===== config.mk =====
export PLATFORM = sky130hd
export DESIGN_NAME = packet_byte_fifo_flat
export DESIGN_NICKNAME = d
export VERILOG_FILES = /design/src/pbf_pkg.sv /design/src/pbf_cmd_if.sv /design/src/pbf_result_if.sv /design/src/pbf_ram.sv /design/src/packet_byte_fifo.sv /design/src/flat_wrapper.sv
export SDC_FILE = /design/constraint.sdc
export NUM_CORES = 2
export LEC_CHECK = 0
export CORE_UTILIZATION = 30
export DETAILED_ROUTE_END_ITERATION = 10
export DONT_BUFFER_PORTS = 1
export PLACE_DENSITY = 0.4
export SYNTH_ARGS = -nofsm -noshare
export SYNTH_HDL_FRONTEND = slang
export SYNTH_HIERARCHICAL = 1
export SYNTH_SLANG_ARGS = --single-unit

===== constraint.sdc =====
create_clock -name clk -period 5.1 [get_ports clk]
set_input_delay 1.02 -clock clk [delete_from_list [all_inputs] [get_ports clk]]
set_output_delay 1.02 -clock clk [all_outputs]
set_load 0.02 [all_outputs]

===== src/pbf_pkg.sv =====
package pbf_pkg;

  // Command codes carried in the cmd field of a request.
  localparam logic [2:0] CMD_PUSH       = 3'd0;
  localparam logic [2:0] CMD_POP        = 3'd1;
  localparam logic [2:0] CMD_PEEK       = 3'd2;
  localparam logic [2:0] CMD_FLUSH      = 3'd3;
  localparam logic [2:0] CMD_PUSH_CHECK = 3'd4;
  localparam logic [2:0] CMD_POP_CHECK  = 3'd5;
  localparam logic [2:0] CMD_ENSURE     = 3'd6;

  // Status codes returned with every result.
  localparam logic [2:0] ST_OK       = 3'd0;
  localparam logic [2:0] ST_OVERFLOW = 3'd1;
  localparam logic [2:0] ST_UNDERRUN = 3'd2;
  localparam logic [2:0] ST_EMPTY    = 3'd3;
  localparam logic [2:0] ST_REJECTED = 3'd4;

  typedef enum logic [3:0] {
    S_IDLE  = 4'b0001,
    S_READ  = 4'b0010,
    S_ECHK  = 4'b0100,
    S_EREAD = 4'b1000
  } state_t;

endpackage


===== src/pbf_cmd_if.sv =====
interface pbf_cmd_if;
  logic       valid;
  logic       ready;
  logic [2:0] cmd;
  logic [7:0] data_in;
  logic [7:0] req_count;

  modport source (output valid, output cmd, output data_in, output req_count, input ready);
  modport sink   (input valid, input cmd, input data_in, input req_count, output ready);
endinterface


===== src/pbf_result_if.sv =====
interface pbf_result_if;
  logic       valid;
  logic       ready;
  logic [7:0] data_out;
  logic [8:0] fill_count;
  logic [2:0] status;

  modport source (output valid, output data_out, output fill_count, output status, input ready);
  modport sink   (input valid, input data_out, input fill_count, input status, output ready);
endinterface


===== src/pbf_ram.sv =====
module pbf_ram #(
  parameter int WIDTH = 8,
  parameter int DEPTH = 256
) (
  input  logic                     clk,
  input  logic                     we,
  input  logic [$clog2(DEPTH)-1:0] waddr,
  input  logic [WIDTH-1:0]         wdata,
  input  logic [$clog2(DEPTH)-1:0] raddr,
  output logic [WIDTH-1:0]         rdata
);

  logic [WIDTH-1:0] mem [DEPTH];

  always_ff @(posedge clk) begin
    if (we) begin
      mem[waddr] <= wdata;
    end
    rdata <= mem[raddr];
  end

endmodule


===== src/packet_byte_fifo.sv =====
// Circular byte FIFO with packet-aware space management.
// Requests arrive on cmd_chan (valid/ready); each one yields exactly one
// result on result_chan, in request order. A result carries the byte that
// was popped or peeked (zero otherwise), the fill level after the command,
// and a status code.
// Push, flush and the two burst checks register their result directly; pop
// and peek wait on the registered read of the byte memory first; ensure takes
// one read of the length byte and one decision for every packet dropped from
// the head, through the single read port of the memory.
// Push, flush and the checks can be issued every cycle while the result slot
// is free; pop, peek and ensure block new requests until their result is
// registered. The result sits in an output register, so a new request is
// taken in the same cycle that the previous result is being taken.
// When the receiver stalls, the result is held and cmd_chan.ready stays low
// until the result slot is free.
// Reset clears the pointers and the fill level; the byte memory is not
// cleared, since no entry is read before it has been written.
module packet_byte_fifo
  import pbf_pkg::*;
#(
  parameter int DEPTH = 256
) (
  input  logic          clk,
  input  logic          rst,
  pbf_cmd_if.sink       cmd_chan,
  pbf_result_if.source  result_chan
);

  localparam int PW = $clog2(DEPTH);
  localparam int HW = $clog2(DEPTH + 1);
  // Compare width: holds the fill level, a request count and their sum.
  localparam int CW = ((HW > 8) ? HW : 8) + 1;
  // Pointer sum width: a pointer plus a packet length.
  localparam int SW = ((PW > 8) ? PW : 8) + 1;

  state_t        state, state_next;
  logic [PW-1:0] read_ptr, read_ptr_next;
  logic [PW-1:0] write_ptr, write_ptr_next;
  logic [HW-1:0] held, held_next;
  logic [7:0]    want, want_next;     // free space that ensure must reach
  logic          peek_only, peek_only_next;

  logic          out_valid, out_valid_next;
  logic [7:0]    out_data, out_data_next;
  logic [8:0]    out_fill, out_fill_next;
  logic [2:0]    out_status, out_status_next;

  logic          ram_we;
  logic [7:0]    ram_rdata;

  logic          accept;
  logic          slot_free;
  logic [CW-1:0] held_w, req_w, free_w, len_w, held1_w, fill_w;
  logic [HW-1:0] held1;
  logic [PW-1:0] rp1;
  logic [SW-1:0] rp_sum;

  pbf_ram #(
    .WIDTH (8),
    .DEPTH (DEPTH)
  ) u_ram (
    .clk   (clk),
    .we    (ram_we),
    .waddr (write_ptr),
    .wdata (cmd_chan.data_in),
    .raddr (read_ptr),
    .rdata (ram_rdata)
  );

  // The result slot can take a new result when empty or being drained now.
  assign slot_free      = !out_valid || result_chan.ready;
  assign cmd_chan.ready = (state == S_IDLE) && slot_free;
  assign accept         = cmd_chan.valid && cmd_chan.ready;

  assign result_chan.valid      = out_valid;
  assign result_chan.data_out   = out_data;
  assign result_chan.fill_count = out_fill;
  assign result_chan.status     = out_status;

  // Arithmetic shared by the command decode, the pop read and the ensure loop.
  assign held_w  = CW'(held);
  assign req_w   = CW'(cmd_chan.req_count);
  assign free_w  = CW'(DEPTH) - held_w;
  assign held1   = held - HW'(1);
  assign held1_w = CW'(held1);
  assign len_w   = CW'(ram_rdata);
  assign rp1     = (read_ptr == PW'(DEPTH - 1)) ? '0 : read_ptr + PW'(1);
  // Used only when the packet length fits in what is held, so one wrap suffices.
  assign rp_sum  = SW'(rp1) + SW'(ram_rdata);

  always_comb begin
    state_next      = state;
    read_ptr_next   = read_ptr;
    write_ptr_next  = write_ptr;
    held_next       = held;
    want_next       = want;
    peek_only_next  = peek_only;
    out_valid_next  = out_valid && !result_chan.ready;
    out_data_next   = out_data;
    out_fill_next   = out_fill;
    out_status_next = out_status;
    ram_we          = 1'b0;
    fill_w          = '0;

    case (state)
      S_IDLE: begin
        if (accept) begin
          out_valid_next  = 1'b1;
          out_data_next   = '0;
          out_status_next = ST_OK;
          case (cmd_chan.cmd)
            CMD_PUSH: begin
              if (held == HW'(DEPTH)) begin
                read_ptr_next   = '0;
                write_ptr_next  = '0;
                held_next       = '0;
                out_status_next = ST_OVERFLOW;
              end else begin
                ram_we         = 1'b1;
                write_ptr_next = (write_ptr == PW'(DEPTH - 1)) ? '0 : write_ptr + PW'(1);
                held_next      = held + HW'(1);
              end
            end
            CMD_POP, CMD_PEEK: begin
              if (held == '0) begin
                out_status_next = ST_EMPTY;
              end else begin
                // The head byte is on its way out of the memory.
                out_valid_next = 1'b0;
                peek_only_next = (cmd_chan.cmd == CMD_PEEK);
                state_next     = S_READ;
              end
            end
            CMD_FLUSH: begin
              read_ptr_next  = '0;
              write_ptr_next = '0;
              held_next      = '0;
            end
            CMD_PUSH_CHECK: begin
              if (held_w + req_w > CW'(DEPTH)) begin
                read_ptr_next   = '0;
                write_ptr_next  = '0;
                held_next       = '0;
                out_status_next = ST_OVERFLOW;
              end
            end
            CMD_POP_CHECK: begin
              if (req_w > held_w) begin
                read_ptr_next   = '0;
                write_ptr_next  = '0;
                held_next       = '0;
                out_status_next = ST_UNDERRUN;
              end
            end
            CMD_ENSURE: begin
              if (req_w > CW'(DEPTH)) begin
                out_status_next = ST_REJECTED;
              end else begin
                out_valid_next = 1'b0;
                want_next      = cmd_chan.req_count;
                state_next     = S_ECHK;
              end
            end
            default: begin
              // The unused command code leaves the buffer as it is.
            end
          endcase
          if (state_next == S_IDLE) begin
            fill_w        = CW'(held_next);
            out_fill_next = fill_w[8:0];
          end
        end
      end

      S_READ: begin
        out_valid_next  = 1'b1;
        out_data_next   = ram_rdata;
        out_status_next = ST_OK;
        if (!peek_only) begin
          read_ptr_next = rp1;
          held_next     = held1;
        end
        fill_w        = CW'(held_next);
        out_fill_next = fill_w[8:0];
        state_next    = S_IDLE;
      end

      S_ECHK: begin
        if ((free_w < CW'(want)) && (held != '0)) begin
          // The length byte at the head is read in this cycle.
          state_next = S_EREAD;
        end else begin
          out_valid_next  = 1'b1;
          out_data_next   = '0;
          out_status_next = ST_OK;
          fill_w          = held_w;
          out_fill_next   = fill_w[8:0];
          state_next      = S_IDLE;
        end
      end

      S_EREAD: begin
        if (len_w > held1_w) begin
          // A length that runs past the data held empties the buffer.
          read_ptr_next  = '0;
          write_ptr_next = '0;
          held_next      = '0;
        end else begin
          read_ptr_next = (rp_sum >= SW'(DEPTH)) ? PW'(rp_sum - SW'(DEPTH)) : PW'(rp_sum);
          held_next     = held1 - HW'(ram_rdata);
        end
        state_next = S_ECHK;
      end

      default: begin
        state_next = S_IDLE;
      end
    endcase
  end

  always_ff @(posedge clk) begin
    if (rst) begin
      state     <= S_IDLE;
      read_ptr  <= '0;
      write_ptr <= '0;
      held      <= '0;
      out_valid <= 1'b0;
    end else begin
      state     <= state_next;
      read_ptr  <= read_ptr_next;
      write_ptr <= write_ptr_next;
      held      <= held_next;
      out_valid <= out_valid_next;
    end
    want       <= want_next;
    peek_only  <= peek_only_next;
    out_data   <= out_data_next;
    out_fill   <= out_fill_next;
    out_status <= out_status_next;
  end

endmodule

===== src/flat_wrapper.sv =====
// flat-port wrapper written by rule: the top's interface ports become plain ports
module packet_byte_fifo_flat import pbf_pkg::*;
#(
  parameter int DEPTH = 256
)
  (clk, rst, cmd_chan_valid, cmd_chan_cmd, cmd_chan_data_in, cmd_chan_req_count, cmd_chan_ready, result_chan_valid, result_chan_data_out, result_chan_fill_count, result_chan_status, result_chan_ready);
  pbf_cmd_if cmd_chan_i ();
  pbf_result_if result_chan_i ();
  input  logic clk;
  input  logic rst;
  input wire logic [$bits(cmd_chan_i.valid)-1:0] cmd_chan_valid;
  input wire logic [$bits(cmd_chan_i.cmd)-1:0] cmd_chan_cmd;
  input wire logic [$bits(cmd_chan_i.data_in)-1:0] cmd_chan_data_in;
  input wire logic [$bits(cmd_chan_i.req_count)-1:0] cmd_chan_req_count;
  output wire logic [$bits(cmd_chan_i.ready)-1:0] cmd_chan_ready;
  output wire logic [$bits(result_chan_i.valid)-1:0] result_chan_valid;
  output wire logic [$bits(result_chan_i.data_out)-1:0] result_chan_data_out;
  output wire logic [$bits(result_chan_i.fill_count)-1:0] result_chan_fill_count;
  output wire logic [$bits(result_chan_i.status)-1:0] result_chan_status;
  input wire logic [$bits(result_chan_i.ready)-1:0] result_chan_ready;
  assign cmd_chan_i.valid = cmd_chan_valid;
  assign cmd_chan_i.cmd = cmd_chan_cmd;
  assign cmd_chan_i.data_in = cmd_chan_data_in;
  assign cmd_chan_i.req_count = cmd_chan_req_count;
  assign cmd_chan_ready = cmd_chan_i.ready;
  assign result_chan_valid = result_chan_i.valid;
  assign result_chan_data_out = result_chan_i.data_out;
  assign result_chan_fill_count = result_chan_i.fill_count;
  assign result_chan_status = result_chan_i.status;
  assign result_chan_i.ready = result_chan_ready;
  packet_byte_fifo #(.DEPTH(DEPTH)) u_core (.clk(clk), .rst(rst), .cmd_chan(cmd_chan_i), .result_chan(result_chan_i));
endmodule

==> reports/qor_table.md <==
| Stage | Metric | This run |
|:---|:---|:---|
| cells and area | Finished layout cell area | 0.0977 sq mm |
| synth | EDFF count, synth | 2076 |
| cells and area | Fraction of final layout cells sized beyond drive strength 1 | 23.3% |
| clock tree | Clock input transition at the sequential cells of the worst setup and hold paths | 60 ps |
| synth | Multiplexer share of the synthesized area | 13.8% |
| power | Total power divided by cell area | 423 mW/mm^2 |
| timing | Accumulated negative setup slack | 0 ps |
| hold path | Hold Path Stages | 1 |
| clock tree | Clock Path Buffers | 4 |
| critical path | Data required, critical path | 5560 ps |
| critical path | Setup slack, reg-to-reg | 570 ps |
| detailed routing | 1st-iter DRT viols | 3875 |
| timing | Setup repair after global routing missed its margin | false |
| detailed routing | Post-DR wirelength/cell | 29.9 um |
| floorplanning | Core area | 0.280 sq mm |
| clock tree | Count of clock tree sinks | 2114 |
| critical path | Crit path launch type | flop |
| synth | Count of state elements after synthesis | 2114 |
| run | MaxCap Viol Count | 0 |
| timing | Hold Vio Cnt, Final | 0 |
| timing | Portion of the clock cycle consumed by the worst path in the final layout | 88.8% |
| detailed routing | Total via count after detailed routing | 43500 |
| detailed routing | Via count normalized by instance count | 5.13 |
| detailed routing | Routed wire length | 254 mm |
| critical path | Critical Path End Type | flop |
| critical path | Reg2Reg Launch Point | u_core/held[1] |
| clock tree | Total clock buffers created by CTS | 233 |
| floorplanning | Die span in y | 533 um |
| global route | Number of antenna violations at the first check in global routing | 8 |
| synth | Mean Syn Cell Area | 19.5 sq um |
| synth | Synth Cell Area | 0.0847 sq mm |
| timing | Tightest slew margin relative to the limit | 15.8% |
| timing | Total count of max-transition violations in the final report | 0 |
| global route | GRT Resource Usage Total | 17.6% |
| critical path | Critical path start-end classification | reg -> reg |
| synth | Cell type contributing the most total cell area after synthesis | edfxtp_1 |
| clock tree | Clock insertion delay at the later pin of the skew report | 910 ps |
| synth | Main combinational cell family by area after synthesis | multiplexers |
| place | Routability congestion estimate from global placement | 0.808 |
| cells and area | Final nets | 4633 |
| synth | Top-count cell post-synth | edfxtp_1 |
| clock tree | Cts repair resizes | 0 |
| floorplanning | Horizontal die dimension | 533 um |
| floorplanning | Initial Utilization | 30.2% |
| hold path | Hold Startpoint | rst |
| floorplanning | Overall die area | 0.285 sq mm |
| timing | Highest clock frequency the design can meet | 221 MHz |
| synth | Fraction of registers with async set or reset after synthesis | 0% |
| clock tree | Buffers inserted during post-CTS setup optimization | 0 |
| synth | Number of warning messages in the yosys log | 6 |
| run status | Result of the run | completed |
| critical path | Worst reg2reg endpoint | u_core/u_ram/mem[23][2] |
| timing | Min setup slack post-route | 570 ps |
| detailed routing | Detailed-router iteration count before antenna repair | 5 |
| floorplanning | Top-Level Pins | 45 |
| critical path | Signal arrival time at the worst endpoint | 4990 ps |
| detailed routing | Post-detailed-route count of antenna-violating nets | 0 |
| critical path | Largest fanout on the critical path | 12 |
| clock tree | Maximum level of the CTS H-tree | 4 |
| synth | Top cell types by occurrence after synthesis | 2076 x edfxtp_1, 454 x mux4_2, 351 x nor2_1, 138 x mux2i_1, 135 x a21oi_1 |
| synth | Synthesized-area fraction occupied by ao, oa, aoi and oai cells | 4.69% |
| synth | Seq/Total Area, Yosys | 74.5% |
| synth | Area share of the leading cell type in the synthesized netlist | 73.6% |
| cells and area | Area grow syn2layout | 15.3% |
| power | VDD IR max | 0.000269 V |
| place | # port buffers | 0 |
| place | Post-place setup slack | 572 ps |
| synth | Post-synth cell types | 98 |
| floorplanning | # rows | 194 |
| global route | Overall overflow remaining after global route | 0 |
| timing | Pin slew with the least headroom to its limit | 1260 ps |
| clock tree | Post-CTS Hold Fix Bufs | 0 |
| place | Cell area after placement | 0.0899 sq mm |
| global route | Wire length of the first global-routing pass | 356 mm |
| clock tree | TritonCTS clock tree | built |
| global route | Maximum number of pins on one net before global-route repair | 257 |
| synth | Instance count of the mapped netlist | 4354 |
| power | Lkg Pwr | 29.4 nW |
| hold path | Worst min-delay path class | in -> reg |
| synth | Simple-gate share of the synthesized area | 3.87% |
| timing | Final setup violating endpoints | 0 |
| critical path | Depth of the worst register-to-register path | 11 |
| cells and area | Core Util, Final | 34.9% |
| hold path | Endpoint, Worst Hold | u_core/read_ptr[2] |
| synth | Ranking of synthesized cells by area | edfxtp_1 74%, mux4_2 12%, mux2i_1 1.6%, nor2_1 1.6%, a22oi_1 1.2% |
| synth | Area share of fa/ha/maj cells after synthesis | 0.735% |
| place | Post-detail-place hpwl | 154 mm |
| synth | Xor/xnor cell area share of the yosys netlist | 0.372% |
| global route | Number of global-route vias before repair | 44400 |
| clock tree | Clk Tree Root Cell | clkbuf_16 |
| timing | Worst clock skew | 77.8 ps |
| timing | Post-layout min period | 4530 ps |
| timing | Final hold slack | 229 ps |
| detailed routing | Drt drc | 0 |
| synth | Number of nets in the synthesized netlist | 4425 |
| synth | Prevailing post-synth register cell | edfxtp_1 |
-- report_power, final --
group	total, W	leakage (nW)	internal, W	switching (W)
clock network	0.0171	3.77	0.0102	0.00692
registers	0.0194	19.0	0.0192	0.000218
logic	0.00483	6.60	0.00196	0.00287
total	0.0413	29.4	0.0313	0.0100
-- through the flow --
step                      instances  total power (W)
after CTS                      8477           0.0419
final                          8483           0.0413
after detailed placement       8051           0.0246
after global placement         8051           0.0246
after global routing           8478           0.0428
after floorplan                4354           0.0229
-- flip-flops by register name, indices dropped and copies added, names as in the netlist --
register and cells:
u_core/result_chan.data_out 8, u_core/want 8, u_core/state 4, u_core/result_chan.valid 1
u_core/result_chan.fill_count 9, u_core/result_chan.status 2, u_core/u_ram/mem 2048, u_core/read_ptr 8
u_core/held 9, u_core/u_ram/rdata 8, u_core/peek_only 1, u_core/write_ptr 8
-- per-layer routing --
layer	global-route usage, %	wire [um]	vias to the layer above
met1	24.7	114000	23500
met3	3.95	16500	314
met4	4.22	5690	0
li1	-	-	18400
met2	27.8	118000	1304
met5	0	0	-
-- worst max-delay path by stage --
stage	start	to	slack, ps	cells after the start
floorplan	cmd_chan_cmd[1]	u_core/u_ram/mem[234][0]	1410	9
CTS	u_core/held[1]	u_core/u_ram/mem[23][7]	540	11
detailed placement	u_core/held[1]	u_core/u_ram/mem[23][0]	570	11
finish	u_core/held[1]	u_core/u_ram/mem[23][2]	570	11
global placement	u_core/held[1]	u_core/u_ram/mem[115][1]	730	11
global route	u_core/held[1]	u_core/u_ram/mem[23][7]	270	11
-- final cells by class --
cell class | instances | area (sq um)
Antenna cell | 6 | 15.0
Clock buffer | 275 | 6090
Clock inverter | 151 | 1610
Fill cell | 26300 | 182000
Inverter | 50 | 188
Multi-Input combinational cell | 1928 | 20000
Sequential cell | 2114 | 63100
Tap cell | 3724 | 4660
Timing Repair Buffer | 235 | 1960
-- cell families after synthesis --
group	Yosys count
flip-flops	2114
AND/OR/NAND/NOR	688
multiplexers	595
AO/OA/AOI/OAI	560
buffers and inverters	312
adder cells (fa/ha/maj)	48
XOR/XNOR	36
other	1
-- cells in the final DEF (no fill, tap or decap), types with 14 or more instances in the layout --
cell       netlist  routed
nor3_1          42      42
clkbuf_16        0     236
mux2i_1        138     138
a22oi_1        134     134
nor4_1          33      28
o21ai_0         31      31
clkinv_1         1      45
nor2b_1         38      35
bufinv_16        0      34
o21ai_1         19      19
nor2_1         351     347
xnor2_1         31      31
mux4_2         454     454
edfxtp_1      2076    2076
o221ai_1        49      49
a21oi_1        135     135
buf_4           28     219
o22ai_1         29      29
ha_1            45      45
nand4_1         18      18
inv_1           47      47
clkinv_2         0      54
buf_12           8      16
a211oi_1        26      26
nand2_1         69      68
dfxtp_1         38      32
a221oi_1        15      15
clkbuf_1       132      35
nand2b_1        20      20
nand3_1         49      39
o211ai_1        14      14
-- critical path, cell delays in order, from the launching register on --
cell and delay, ps:
dfxtp_1 570, inv_1 180, ha_1 290, nand2_1 130
nor3_1 80, ha_1 240, or4_1 630, nor2_2 530
buf_4 320, nand4_1 150, buf_4 340, nor2_1 660
Power figures use the tool's default switching activity.
